--- config.mk ---
export PLATFORM = sky130hd
export DESIGN_NAME = stx_etx_frame_receiver_core
export DESIGN_NICKNAME = d
export VERILOG_FILES = /design/src/sv/sefr_pkg.sv /design/src/sv/sefr_front.sv /design/src/sv/sefr_queue.sv /design/src/sv/sefr_back.sv /design/src/sv/stx_etx_frame_receiver_core.sv
export VERILOG_INCLUDE_DIRS = /design/src /design/src/sv
export SDC_FILE = /design/constraint.sdc
export NUM_CORES = 1
export LEC_CHECK = 0
export ABC_AREA = 0
export BUFFER_PORTS_ARGS = -buffer_cell sky130_fd_sc_hd__buf_2
export CORE_ASPECT_RATIO = 0.6
export CORE_UTILIZATION = 60
export CTS_CLUSTER_DIAMETER = 80
export DETAILED_ROUTE_END_ITERATION = 8
export GPL_TIMING_DRIVEN = 0
export PLACE_DENSITY = 0.87
export SLEW_MARGIN = 20
export SYNTH_ARGS = -nofsm -noshare
export SYNTH_HDL_FRONTEND = slang
export SYNTH_SLANG_ARGS = --single-unit
--- constraint.sdc ---
create_clock -name clk_i -period 3.7 [get_ports clk_i]
set_clock_uncertainty 0.05 [all_clocks]
set_input_delay 0.555 -clock clk_i [delete_from_list [all_inputs] [get_ports clk_i]]
set_output_delay 0.555 -clock clk_i [all_outputs]
set_load 0.03 [all_outputs]
--- src/sv/stx_etx_frame_receiver_core_macros.svh ---
// assertion macros shared by the frame receiver modules
`ifndef STX_ETX_FRAME_RECEIVER_CORE_MACROS_SVH
`define STX_ETX_FRAME_RECEIVER_CORE_MACROS_SVH

`ifndef SYNTHESIS
`define SEFR_ASSERT(lbl, prop) \
  lbl: assert property (@(posedge clk_i) disable iff (!rst_ni) prop) \
    else $error("sefr check failed");
`define SEFR_ASSERT_ALWAYS(lbl, prop) \
  lbl: assert property (@(posedge clk_i) prop) \
    else $error("sefr check failed");
`else
`define SEFR_ASSERT(lbl, prop)
`define SEFR_ASSERT_ALWAYS(lbl, prop)
`endif

`endif

--- src/sv/sefr_pkg.sv ---
// types, codes and constants of the frame receiver
package sefr_pkg;

  localparam int unsigned FRAME_MAX   = 512;
  localparam int unsigned LIM_W       = 11;
  localparam int unsigned QDEPTH      = 2;
  localparam int unsigned QPTR_W      = $clog2(QDEPTH);
  localparam int unsigned QCNT_W      = $clog2(QDEPTH + 1);
  localparam int unsigned CFG_IDX_W   = 2;
  localparam int unsigned CFG_DATA_W  = 10;

  localparam logic [CFG_IDX_W-1:0] CFG_EXPECT_ACK  = 2'd0;
  localparam logic [CFG_IDX_W-1:0] CFG_TRASH_LIMIT = 2'd1;
  localparam logic [CFG_IDX_W-1:0] CFG_FRAME_LIMIT = 2'd2;

  localparam logic [7:0] CH_STX = 8'h02;
  localparam logic [7:0] CH_ETX = 8'h03;
  localparam logic [7:0] CH_ACK = 8'h06;
  localparam logic [7:0] CH_DC2 = 8'h12;
  localparam logic [7:0] CH_DC4 = 8'h14;
  localparam logic [7:0] CH_NAK = 8'h15;

  localparam logic [3:0] ST_NONE     = 4'd0;
  localparam logic [3:0] ST_BYTE     = 4'd1;
  localparam logic [3:0] ST_DC2      = 4'd2;
  localparam logic [3:0] ST_DC4      = 4'd3;
  localparam logic [3:0] ST_ACK      = 4'd4;
  localparam logic [3:0] ST_NAK      = 4'd5;
  localparam logic [3:0] ST_FRAME_OK = 4'd6;
  localparam logic [3:0] ST_FRAME_BAD = 4'd7;
  localparam logic [3:0] ST_TIMEOUT  = 4'd8;
  localparam logic [3:0] ST_TRASH    = 4'd9;
  localparam logic [3:0] ST_OVERFLOW = 4'd10;

  typedef enum logic [2:0] {
    CL_OTHER,
    CL_TIMEOUT,
    CL_STX,
    CL_ETX,
    CL_DC2,
    CL_DC4,
    CL_ACK,
    CL_NAK
  } cls_e;

  typedef struct packed {
    logic       kind;
    logic [7:0] rx_byte;
  } in_word_t;

  typedef struct packed {
    logic [3:0] status;
    logic [7:0] data_byte;
  } out_word_t;

  typedef struct packed {
    cls_e       cls;
    logic       is_hex;
    logic [3:0] hex_val;
    logic [7:0] data;
  } token_t;

endpackage

--- src/sv/sefr_front.sv ---
// front end: takes words and classifies each into a token
module sefr_front import sefr_pkg::*; (
  input  logic     in_valid_i,
  output logic     in_stall_o,
  input  in_word_t in_word_i,
  input  logic     queue_full_i,
  output logic     push_o,
  output token_t   token_o
);

  logic [7:0] b;
  logic       is_digit;
  logic       is_letter;

  assign b         = in_word_i.rx_byte;
  assign is_digit  = (b >= 8'h30) && (b <= 8'h39);
  // either case of a to f
  assign is_letter = ((b >= 8'h41) && (b <= 8'h46)) || ((b >= 8'h61) && (b <= 8'h66));

  assign in_stall_o = queue_full_i;
  assign push_o     = in_valid_i && !queue_full_i;

  always_comb begin
    token_o.data    = b;
    token_o.is_hex  = !in_word_i.kind && (is_digit || is_letter);
    token_o.hex_val = is_digit ? b[3:0] : 4'(b[3:0] + 4'd9);
    if (in_word_i.kind) begin
      token_o.cls = CL_TIMEOUT;
    end else begin
      case (b)
        CH_STX:  token_o.cls = CL_STX;
        CH_ETX:  token_o.cls = CL_ETX;
        CH_DC2:  token_o.cls = CL_DC2;
        CH_DC4:  token_o.cls = CL_DC4;
        CH_ACK:  token_o.cls = CL_ACK;
        CH_NAK:  token_o.cls = CL_NAK;
        default: token_o.cls = CL_OTHER;
      endcase
    end
  end

endmodule

--- src/sv/sefr_queue.sv ---
// short token queue between front and back
`include "stx_etx_frame_receiver_core_macros.svh"
module sefr_queue import sefr_pkg::*; (
  input  logic   clk_i,
  input  logic   rst_ni,
  input  logic   push_i,
  input  token_t push_token_i,
  input  logic   pop_i,
  output logic   full_o,
  output logic   head_valid_o,
  output token_t head_token_o
);

  token_t            mem_q [QDEPTH];
  logic [QPTR_W-1:0] wr_ptr_q, wr_ptr_d;
  logic [QPTR_W-1:0] rd_ptr_q, rd_ptr_d;
  logic [QCNT_W-1:0] count_q, count_d;

  assign full_o       = (count_q == QCNT_W'(QDEPTH));
  assign head_valid_o = (count_q != '0);
  assign head_token_o = mem_q[rd_ptr_q];

  always_comb begin
    wr_ptr_d = wr_ptr_q;
    rd_ptr_d = rd_ptr_q;
    count_d  = count_q;
    if (push_i) begin
      wr_ptr_d = (wr_ptr_q == QPTR_W'(QDEPTH - 1)) ? '0 : QPTR_W'(wr_ptr_q + 1'b1);
    end
    if (pop_i) begin
      rd_ptr_d = (rd_ptr_q == QPTR_W'(QDEPTH - 1)) ? '0 : QPTR_W'(rd_ptr_q + 1'b1);
    end
    case ({push_i, pop_i})
      2'b10:   count_d = QCNT_W'(count_q + 1'b1);
      2'b01:   count_d = QCNT_W'(count_q - 1'b1);
      default: count_d = count_q;
    endcase
  end

  always_ff @(posedge clk_i or negedge rst_ni) begin
    if (!rst_ni) begin
      wr_ptr_q <= '0;
      rd_ptr_q <= '0;
      count_q  <= '0;
    end else begin
      wr_ptr_q <= wr_ptr_d;
      rd_ptr_q <= rd_ptr_d;
      count_q  <= count_d;
    end
  end

  always_ff @(posedge clk_i) begin
    if (push_i) begin
      mem_q[wr_ptr_q] <= push_token_i;
    end
  end

  `SEFR_ASSERT_ALWAYS(a_count_bound, !rst_ni || count_q <= QCNT_W'(QDEPTH))
  `SEFR_ASSERT(a_pop_nonempty, pop_i |-> count_q != '0)
  `SEFR_ASSERT(a_empty_ptrs, count_q == '0 |-> wr_ptr_q == rd_ptr_q)

endmodule

--- src/sv/sefr_back.sv ---
// back end: frame state machine, config registers and result register
`include "stx_etx_frame_receiver_core_macros.svh"
module sefr_back import sefr_pkg::*; (
  input  logic                  clk_i,
  input  logic                  rst_ni,
  input  logic                  cfg_we_i,
  input  logic [CFG_IDX_W-1:0]  cfg_index_i,
  input  logic [CFG_DATA_W-1:0] cfg_data_i,
  input  logic                  head_valid_i,
  input  token_t                head_token_i,
  output logic                  pop_o,
  output logic                  out_valid_o,
  input  logic                  out_stall_i,
  output out_word_t             out_word_o
);

  localparam logic [1:0] PH_HUNT = 2'd0;
  localparam logic [1:0] PH_BODY = 2'd1;
  localparam logic [1:0] PH_SUM  = 2'd2;

  logic                  expect_ack_q;
  logic [7:0]            trash_limit_q;
  logic [CFG_DATA_W-1:0] frame_limit_q;

  logic [1:0]  phase_q, phase_d;
  logic [15:0] sum_q, sum_d;
  logic [9:0]  len_q, len_d;
  logic [1:0]  dcnt_q, dcnt_d;
  logic [15:0] rsum_q, rsum_d;
  logic [7:0]  trash_q, trash_d;
  logic        out_valid_q;
  out_word_t   out_q, res;

  logic [LIM_W-1:0] lim;
  logic             body_ovf;
  logic             stx_ovf;
  logic [15:0]      rsum_new;
  logic [15:0]      sum_add;
  logic             res_term;
  token_t           t;

  assign t     = head_token_i;
  assign pop_o = head_valid_i && (!out_valid_q || !out_stall_i);

  always_comb begin
    lim = {1'b0, frame_limit_q};
    if (lim > LIM_W'(FRAME_MAX)) begin
      lim = LIM_W'(FRAME_MAX);
    end
  end

  assign body_ovf = (LIM_W'(len_q) + LIM_W'(2)) >= lim;
  assign stx_ovf  = LIM_W'(2) >= lim;
  assign rsum_new = {rsum_q[11:0], t.hex_val};
  assign sum_add  = 16'(sum_q + {8'd0, t.data});

  always_comb begin
    phase_d = phase_q;
    sum_d   = sum_q;
    len_d   = len_q;
    dcnt_d  = dcnt_q;
    rsum_d  = rsum_q;
    trash_d = trash_q;
    res     = '{status: ST_NONE, data_byte: 8'd0};
    case (phase_q)
      PH_BODY: begin
        if (t.cls == CL_TIMEOUT) begin
          phase_d    = PH_HUNT;
          trash_d    = '0;
          res.status = ST_TIMEOUT;
        end else if (t.cls == CL_ETX) begin
          sum_d      = sum_add;
          len_d      = 10'(len_q + 1'b1);
          phase_d    = PH_SUM;
          dcnt_d     = '0;
          rsum_d     = '0;
          res        = '{status: ST_BYTE, data_byte: t.data};
        end else if (body_ovf) begin
          phase_d    = PH_HUNT;
          trash_d    = '0;
          res.status = ST_OVERFLOW;
        end else begin
          sum_d      = sum_add;
          len_d      = 10'(len_q + 1'b1);
          res        = '{status: ST_BYTE, data_byte: t.data};
        end
      end
      PH_SUM: begin
        if (!t.is_hex) begin
          // timeout or non-hex digit
          phase_d    = PH_HUNT;
          trash_d    = '0;
          res.status = ST_FRAME_BAD;
        end else begin
          rsum_d = rsum_new;
          if (dcnt_q == 2'd3) begin
            phase_d    = PH_HUNT;
            trash_d    = '0;
            res.status = (rsum_new == sum_q) ? ST_FRAME_OK : ST_FRAME_BAD;
          end else begin
            dcnt_d = 2'(dcnt_q + 1'b1);
          end
        end
      end
      default: begin
        phase_d = PH_HUNT;
        case (t.cls)
          CL_TIMEOUT: begin
            trash_d    = '0;
            res.status = ST_TIMEOUT;
          end
          CL_STX: begin
            dcnt_d = '0;
            rsum_d = '0;
            if (stx_ovf) begin
              sum_d      = '0;
              len_d      = '0;
              trash_d    = '0;
              res.status = ST_OVERFLOW;
            end else begin
              sum_d   = {8'd0, t.data};
              len_d   = 10'd1;
              phase_d = PH_BODY;
              res     = '{status: ST_BYTE, data_byte: t.data};
            end
          end
          CL_DC2: res.status = ST_DC2;
          CL_DC4: res.status = ST_DC4;
          default: begin
            if (expect_ack_q && (t.cls == CL_ACK || t.cls == CL_NAK)) begin
              trash_d    = '0;
              res.status = (t.cls == CL_ACK) ? ST_ACK : ST_NAK;
            end else if (trash_q > trash_limit_q || trash_q == 8'hFF) begin
              trash_d    = '0;
              res.status = ST_TRASH;
            end else begin
              trash_d = 8'(trash_q + 1'b1);
            end
          end
        endcase
      end
    endcase
  end

  assign res_term = (res.status == ST_ACK) || (res.status == ST_NAK) ||
                    (res.status == ST_FRAME_OK) || (res.status == ST_FRAME_BAD) ||
                    (res.status == ST_TIMEOUT) || (res.status == ST_TRASH) ||
                    (res.status == ST_OVERFLOW);

  always_ff @(posedge clk_i or negedge rst_ni) begin
    if (!rst_ni) begin
      expect_ack_q  <= 1'b0;
      trash_limit_q <= 8'd32;
      frame_limit_q <= CFG_DATA_W'(FRAME_MAX);
      phase_q       <= PH_HUNT;
      sum_q         <= '0;
      len_q         <= '0;
      dcnt_q        <= '0;
      rsum_q        <= '0;
      trash_q       <= '0;
      out_valid_q   <= 1'b0;
    end else begin
      if (cfg_we_i) begin
        case (cfg_index_i)
          CFG_EXPECT_ACK:  expect_ack_q  <= cfg_data_i[0];
          CFG_TRASH_LIMIT: trash_limit_q <= cfg_data_i[7:0];
          CFG_FRAME_LIMIT: frame_limit_q <= cfg_data_i;
          default: ;
        endcase
      end
      if (pop_o) begin
        phase_q     <= phase_d;
        sum_q       <= sum_d;
        len_q       <= len_d;
        dcnt_q      <= dcnt_d;
        rsum_q      <= rsum_d;
        trash_q     <= trash_d;
        out_valid_q <= 1'b1;
      end else if (!out_stall_i) begin
        out_valid_q <= 1'b0;
      end
    end
  end

  always_ff @(posedge clk_i) begin
    if (pop_o) begin
      out_q <= res;
    end
  end

  assign out_valid_o = out_valid_q;
  assign out_word_o  = out_q;

  `SEFR_ASSERT(a_data_only_stored, out_valid_q && out_q.status != ST_BYTE |-> out_q.data_byte == 8'd0)
  `SEFR_ASSERT(a_term_hunts, pop_o && res_term |=> phase_q == PH_HUNT && trash_q == 8'd0)
  `SEFR_ASSERT(a_sum_after_etx, $rose(phase_q == PH_SUM) |-> out_valid_q && out_q.data_byte == CH_ETX)

endmodule

--- src/sv/stx_etx_frame_receiver_core.sv ---
// top level of the stx/etx frame receiver
//
//   channel  direction  handshake                  word
//   in       input      in_valid_i / in_stall_o    in_word_t  (kind, rx_byte)
//   out      output     out_valid_o / out_stall_i  out_word_t (status, data_byte)
//   cfg      input      cfg_we_i, cfg_index_i      cfg_data_i
//
// one word per cycle sustained while out_stall_i is low; a taken word is registered in
// the token queue, its result in the result register (front classifies into a two-entry
// token queue, back updates the frame state); every word gives exactly one result
// asynchronous active-low reset returns to hunting with default config, no clearing pass
// in_stall_o is high only while the token queue is full; out_stall_i holds the result
module stx_etx_frame_receiver_core import sefr_pkg::*; (
  input  logic                  clk_i,
  input  logic                  rst_ni,
  input  logic                  in_valid_i,
  output logic                  in_stall_o,
  input  in_word_t              in_word_i,
  output logic                  out_valid_o,
  input  logic                  out_stall_i,
  output out_word_t             out_word_o,
  input  logic                  cfg_we_i,
  input  logic [CFG_IDX_W-1:0]  cfg_index_i,
  input  logic [CFG_DATA_W-1:0] cfg_data_i
);

  logic   queue_full;
  logic   push;
  logic   pop;
  logic   head_valid;
  token_t push_token;
  token_t head_token;

  sefr_front u_front (
    .in_valid_i  (in_valid_i),
    .in_stall_o  (in_stall_o),
    .in_word_i   (in_word_i),
    .queue_full_i(queue_full),
    .push_o      (push),
    .token_o     (push_token)
  );

  sefr_queue u_queue (
    .clk_i       (clk_i),
    .rst_ni      (rst_ni),
    .push_i      (push),
    .push_token_i(push_token),
    .pop_i       (pop),
    .full_o      (queue_full),
    .head_valid_o(head_valid),
    .head_token_o(head_token)
  );

  sefr_back u_back (
    .clk_i       (clk_i),
    .rst_ni      (rst_ni),
    .cfg_we_i    (cfg_we_i),
    .cfg_index_i (cfg_index_i),
    .cfg_data_i  (cfg_data_i),
    .head_valid_i(head_valid),
    .head_token_i(head_token),
    .pop_o       (pop),
    .out_valid_o (out_valid_o),
    .out_stall_i (out_stall_i),
    .out_word_o  (out_word_o)
  );

endmodule
; ---- Word level (Yosys, flattened, before mapping)
; Memory sizes are Yosys's and may differ from the RTL's.
; Cells that the tools add are included.
; Widths: inputs -> output; s select.
[totals]
inputBits = 26
out_inout_bits = 14
ramBits = 32
register_bits = 86
n_memories = 1
wordCells = 171
[memory_table]
columns = memory, words, word_bits, rd, rd_clocked_by_memory_dff, wr, line_no
row1 = u_queue.mem_q, 2, 16, 1, 0, 1, sefr_queue.sv:14  ; token_t mem_q [QDEPTH];
[classes]
n_bitwise = 1
n_reduce_logical = 30
magnitude_cmp = 10
n_addsub = 10
mux = 69
n_eq_ne = 35
[ops]
columns = cell, n
row1 = $mux 8, 13
row2 = $mux 16, 4
row3 = $mux 12, 5
row4 = $mux 10, 5
row5 = $mux 4, 8
row6 = $pmux 16 s2, 1
row7 = $pmux 8 s2, 2
row8 = $eq 8x5->1 const B, 3
row9 = $pmux 12 s2, 1
row10 = $pmux 8 s3, 1
row11 = $mux 2, 11
row12 = $pmux 10 s2, 1
row13 = $pmux 3 s6, 1
row14 = $add 16x8->16, 1
row15 = $eq 16x16->1, 1
row16 = $eq 8x2->1 const B, 2
row17 = $ge 8x7->1 const B, 2
row18 = $le 8x7->1 const B, 2
row19 = $pmux 4 s4, 1
row20 = $eq 3x3->1 const B, 4
row21 = $pmux 2 s2, 3
row22 = $reduce_and 6->1, 2
row23 = $add 10x2->11 const B, 1
row24 = $ge 11x10->1, 1
row25 = other kinds (37), 79

; ---- Depth between registers and ports, before layout
[depth]
depth_word = 7
depth_mapped = 15
ltp_nobuf = 13

; ---- By module
; Synthesis repeated with hierarchy kept, for this count alone.
[unflattened]
cells_unflattened = 665
area_unflattened_um2 = 6884.1
[modules_own_cells]
columns = mod, area_each_um2, seq_area_each_um2, cells_per_inst, n_inst
row1 = sefr_back, 5087.4, 2114.5, 546, 1
row2 = sefr_queue, 1392.6, 1061.0, 66, 1
row3 = sefr_front, 404.1, 0.0, 53, 1

; ---- Least setup slack after synthesis
; No wires, ideal clock.
[synth_timing]
kind = reg-to-reg
startpoint = reg u_queue.rd_ptr_q
endpoint = reg u_back.sum_q[10]
synth_period_minus_slack_ns = 3.293
setup_time_ns = 0.079
n_path_buf = 3
stages_incl_launch_ff = 15
arrival_ns = 3.164
required_time_ns = 3.571
setup_slack_ns = 0.407
path_cell_list = dfrtp_1 buf_4 buf_1 buf_2 mux2i_1 inv_1 ha_1 inv_1 fa_1 nor2b_1 o21ai_0 a21oi_1 o21ai_0 or4_1 a21oi_1
[synth_via]
elab_chain_len = 6
elab_cells_between_ends = 13
classes_between = add/sub (1) / eq/ne (5) / mux (4) / reduce/logical (2) / memory (1)
[synth_lines]
columns = item, line_no
row1 = "start, declared", sefr_queue.sv:16  ; logic [QPTR_W-1:0] rd_ptr_q, rd_ptr_d;
row2 = "start signal, assigned", sefr_queue.sv:47  ; rd_ptr_q <= rd_ptr_d;
row3 = $mem_v2 2x16 *, -
row4 = $add 16x8->16, sefr_back.sv:55  ; assign sum_add = 16'(sum_q + {8'd0, t.data});
row5 = $mux 16, sefr_back.sv:78  ; end else if (body_ovf) begin
row6 = $mux 16, sefr_back.sv:71  ; end else if (t.cls == CL_ETX) begin
row7 = $mux 16, sefr_back.sv:67  ; if (t.cls == CL_TIMEOUT) begin
row8 = $pmux 16 s2, sefr_back.sv:65  ; case (phase_q)
row9 = "end signal, assigned", sefr_back.sv:173  ; sum_q <= sum_d;
row10 = "end, declared", sefr_back.sv:26  ; logic [15:0] sum_q, sum_d;
; Mark *: on every way between the ends. The rest lies on a longest branch, timed or not. The select of a mux whose other input is x is not followed.
; A chain may end at the register's enable or synchronous reset.

; ---- Worst setup path in the final report
[layout_timing]
startpoint = reg u_back.len_q[1]
endpoint = reg u_back.trash_q[4]
[layout_via]
elab_chain_len = 4
[layout_lines]
columns = item, line_no
row1 = "start, declared", sefr_back.sv:27  ; logic [9:0] len_q, len_d;
row2 = "start signal, assigned", sefr_back.sv:174  ; len_q <= len_d;
row3 = $add 10x2->11, sefr_back.sv:52  ; assign body_ovf = (LIM_W'(len_q) + LIM_W'(2)) >= lim;
row4 = $ge 11x10->1, sefr_back.sv:52
row5 = $ne 3x1->1 (no source line), -
row6 = $reduce_and 6->1 (no source line), -
row7 = "end signal, assigned", sefr_back.sv:177  ; trash_q <= trash_d;
row8 = "end, declared", sefr_back.sv:30  ; logic [7:0] trash_q, trash_d;
; Every way passes these cells.

==> flow_summary.json <==
{
  "status": "finished, final reports clean",
  "clock_sinks": 118,
  "synthArstFlopShare": 0.627,
  "cp_cell_sequence": "ha_1 > nand2_1 > nor2_2 > and4_1 > xnor2_1 > ha_1 > nand3_1 > o211a_1 > or3_1 > or4_1 > buf_2 > o31ai_1",
  "grt_max_degree": 39,
  "yosys_most_used_dff": "dfrtp_1",
  "seq_power_share": 0.331,
  "synth-edff-count": 44,
  "irDropWorstVdd_mv": 0.688,
  "dp_slack_ns": -0.335,
  "grt_pass1_wl_um": 26600,
  "p_total_mw": 5.79,
  "worst_slew_pin_slew_ns": 0.833,
  "port_buffers": 39,
  "diodes": 0,
  "start_util": 0.622,
  "dpl.hpwl_um": 11800,
  "first_global_vias": 5323,
  "cts_root_buf": "clkbuf_16",
  "clock_path_buffers": 2,
  "cp-startpoint": "u_back.len_q[1]$_DFFE_PN0P_",
  "ys_top_cells_by_area": "dfrtp_1 27%, edfxtp_1 20%, ha_1 7.2%",
  "cp_common_cell": "ha_1",
  "synthesis.area_um2": 6640,
  "switching_share": 0.393,
  "wl_per_cell_um": 19.1,
  "synthTopCellsByCount": "78 x nand2_1, 72 x dfrtp_1, 48 x nor2_1, 48 x o21ai_0, 44 x edfxtp_1",
  "htree_num_levels": 4,
  "leakagePower_nw": 3.30,
  "cp_max_fo": 6,
  "hp-class": "primary input to asynchronous set/reset pin",
  "syn_inst": 665,
  "rows": 29,
  "setup.worst_path.start_class": "flip-flop",
  "drt-initial-drc-count": 667,
  "syn_avg_cell_area_um2": 9.98,
  "place.gp.congestion": 0.940,
  "cts_buffers": 17,
  "nNetsFinal": 788,
  "cts_tree": "yes",
  "setup_tns_ns": 0,
  "net-switching-power_mw": 2.28,
  "netlist.area_leader.share": 0.272,
  "power.density_nw_per_um2": 761,
  "die_w_um": 138,
  "maxCapViolations": 0,
  "synth_area_leader_cell": "dfrtp_1",
  "fillCellCount": 760,
  "pwr-share-clk": 0.280,
  "fp.dieH_um": 83.5,
  "cpMaxStageDelayCell": "dfrtp_1",
  "grtUsageTotal": 0.309,
  "clk_latency_ns": 0.41,
  "synth.distinct_cells": 66,
  "vias": 5446,
  "setup_slack_ns": 0.156,
  "slowest_delay_ns": 0.45,
  "via_per_inst": 6.22,
  "relSlewSlack": 0.445,
  "finalMaxSlewViolations": 0,
  "cp.arrival_ns": 3.82,
  "r2r-start": "u_back.len_q[1]$_DFFE_PN0P_",
  "synth_nets": 730,
  "grt_overflow": 0,
  "intPower_mw": 3.52,
  "finalSetupViolations": 0,
  "grt_antenna_before_repair": 0,
  "pwr-share-comb": 0.390,
  "synth_seq_cells": 118,
  "core-area_um2": 10700,
  "ant_nets": 0,
  "die_area_um2": 11500,
  "io_pins": 40,
  "dr.pass1.iters": 5,
  "crit_family": "simple AND/OR/NAND/NOR gates",
  "drive_gt1_frac": 0.159,
  "min_period_ns": 3.54,
  "synth_warnings": 0,
  "area_growth_pct": 14.8,
  "cp-end-kind": "flip-flop",
  "synth_most_common_cell": "nand2_1",
  "totalWireLength_um": 16700,
  "ys_seq_area_frac": 0.479,
  "finalHoldViolations": 0,
  "required_ns": 3.98,
  "setup.worst_path.class": "flip-flop to flip-flop",
  "max_freq_mhz": 282,
  "path_clk_slew_ns": 0.06,
  "drc": 0,
  "post-route-period-util": 0.958,
  "cp.buffers_inverters": 1
}
## sequential cells by signal, indices dropped and copies added (netlist names)
signal,flops
u_queue.mem_q,32
u_back.sum_q,16
u_back.out_word_o,12
u_back.rsum_q,12
u_back.frame_limit_q,10
u_back.len_q,10
u_back.trash_limit_q,8
u_back.trash_q,8
u_back.dcnt_q,2
u_back.phase_q,2
u_queue.count_q,2
u_back.expect_ack_q,1
u_back.out_valid_o,1
u_queue.rd_ptr_q,1
u_queue.wr_ptr_q,1
## power by group through the flow
stage               sequential, mW  combinational [mW]  clock (mW)
floorplan                     2.00                1.49           0
global placement              1.91                2.04           0
detailed placement            1.93                2.19           0
CTS                           1.91                2.21        1.63
global route                  1.94                2.46        1.69
finish                        1.92                2.26        1.62
## timing repair
item | CTS | global route
hold buffers | 0 | 0
pin swaps | 0 | 0
buffers inserted | 0 | 0
endpoints found under the setup margin | 15 | 17
gates resized for setup | 1 | 4
## worst register-to-register path, cell delays in order (launching register included)
cell and delay (ns):
dfrtp_1 0.45, ha_1 0.30, nand2_1 0.14, nor2_2 0.25, and4_1 0.28, xnor2_1 0.09
ha_1 0.30, nand3_1 0.14, o211a_1 0.29, or3_1 0.42, or4_1 0.40, buf_2 0.18
o31ai_1 0.18
## per-layer routing
layer  GRT usage  wire length [um]
met1       0.430              7350
met2       0.466              7710
met3      0.0899              1300
met4      0.0978               339
met5           0                 0
## path summary, 6_finish.rpt
kind / to / slack (ns) / depth (start not counted)
min in group clk_i: u_back.out_valid_o$_DFFE_PN0P_ / 0.31 / 3
max in group asynchronous: u_back.sum_q[10]$_DFFE_PN0P_ / 2.96 / 2
hold / removal: u_back.frame_limit_q[2]$_DFFE_PN0P_ / 0.07 / 1
hold reg to reg: u_back.out_valid_o$_DFFE_PN0P_ / 0.45 / 2
setup reg to reg: u_back.trash_q[4]$_DFFE_PN0P_ / 0.16 / 12
setup / recovery: u_back.trash_q[4]$_DFFE_PN0P_ / 0.16 / 12
## layout by cell type (no fill, tap or decap), types with 4 or more instances in the layout
cell type	instances
nand2_1	78
dfrtp_1	72
o21ai_0	48
nor2_1	46
edfxtp_1	44
buf_2	43
ha_1	38
inv_1	37
a21oi_1	35
xnor2_1	29
mux2_2	25
nor3_1	18
clkbuf_16	17
nand3_1	15
clkbuf_1	15
nor2b_1	12
xor2_1	11
nand2b_1	11
mux2i_1	10
and3_1	9
o31ai_1	9
nand4_1	8
nor4_1	7
a31oi_1	5
a21o_1	4
o21bai_1	4
o211ai_1	4
or3_1	4
a211o_1	4
clkinv_4	4
## per-stage QoR
stage	cells	instance area [um^2]	hold WS, ns	utilization
finish	875	7620	0.0652	0.714
global placement	843	7000	0.422	0.657
detailed placement	845	7040	0.431	0.660
global route	875	7620	0.0877	0.714
CTS	876	7620	0.0741	0.714
floorplan	665	6640	0.209	-
## cell families after synthesis
logic type,share of synthesized area
flops,0.479
xor+xnor,0.0528
simple gates,0.169
fa+ha+maj,0.0747
mux,0.0575
compound gates,0.130
buf+inv,0.0371
## cell type report
class	instances	area (um^2)	share of cell area
sequential	118	3180	0.417
clock inverter	14	150	0.0197
tap	139	174	0.0228
clock buffer	18	429	0.0563
buffer	22	97.6	0.0128
inverter	38	143	0.0187
multi-input combinational	485	3220	0.423
timing repair buffer	41	223	0.0292
No activity file was read; power rests on OpenSTA's default activity.
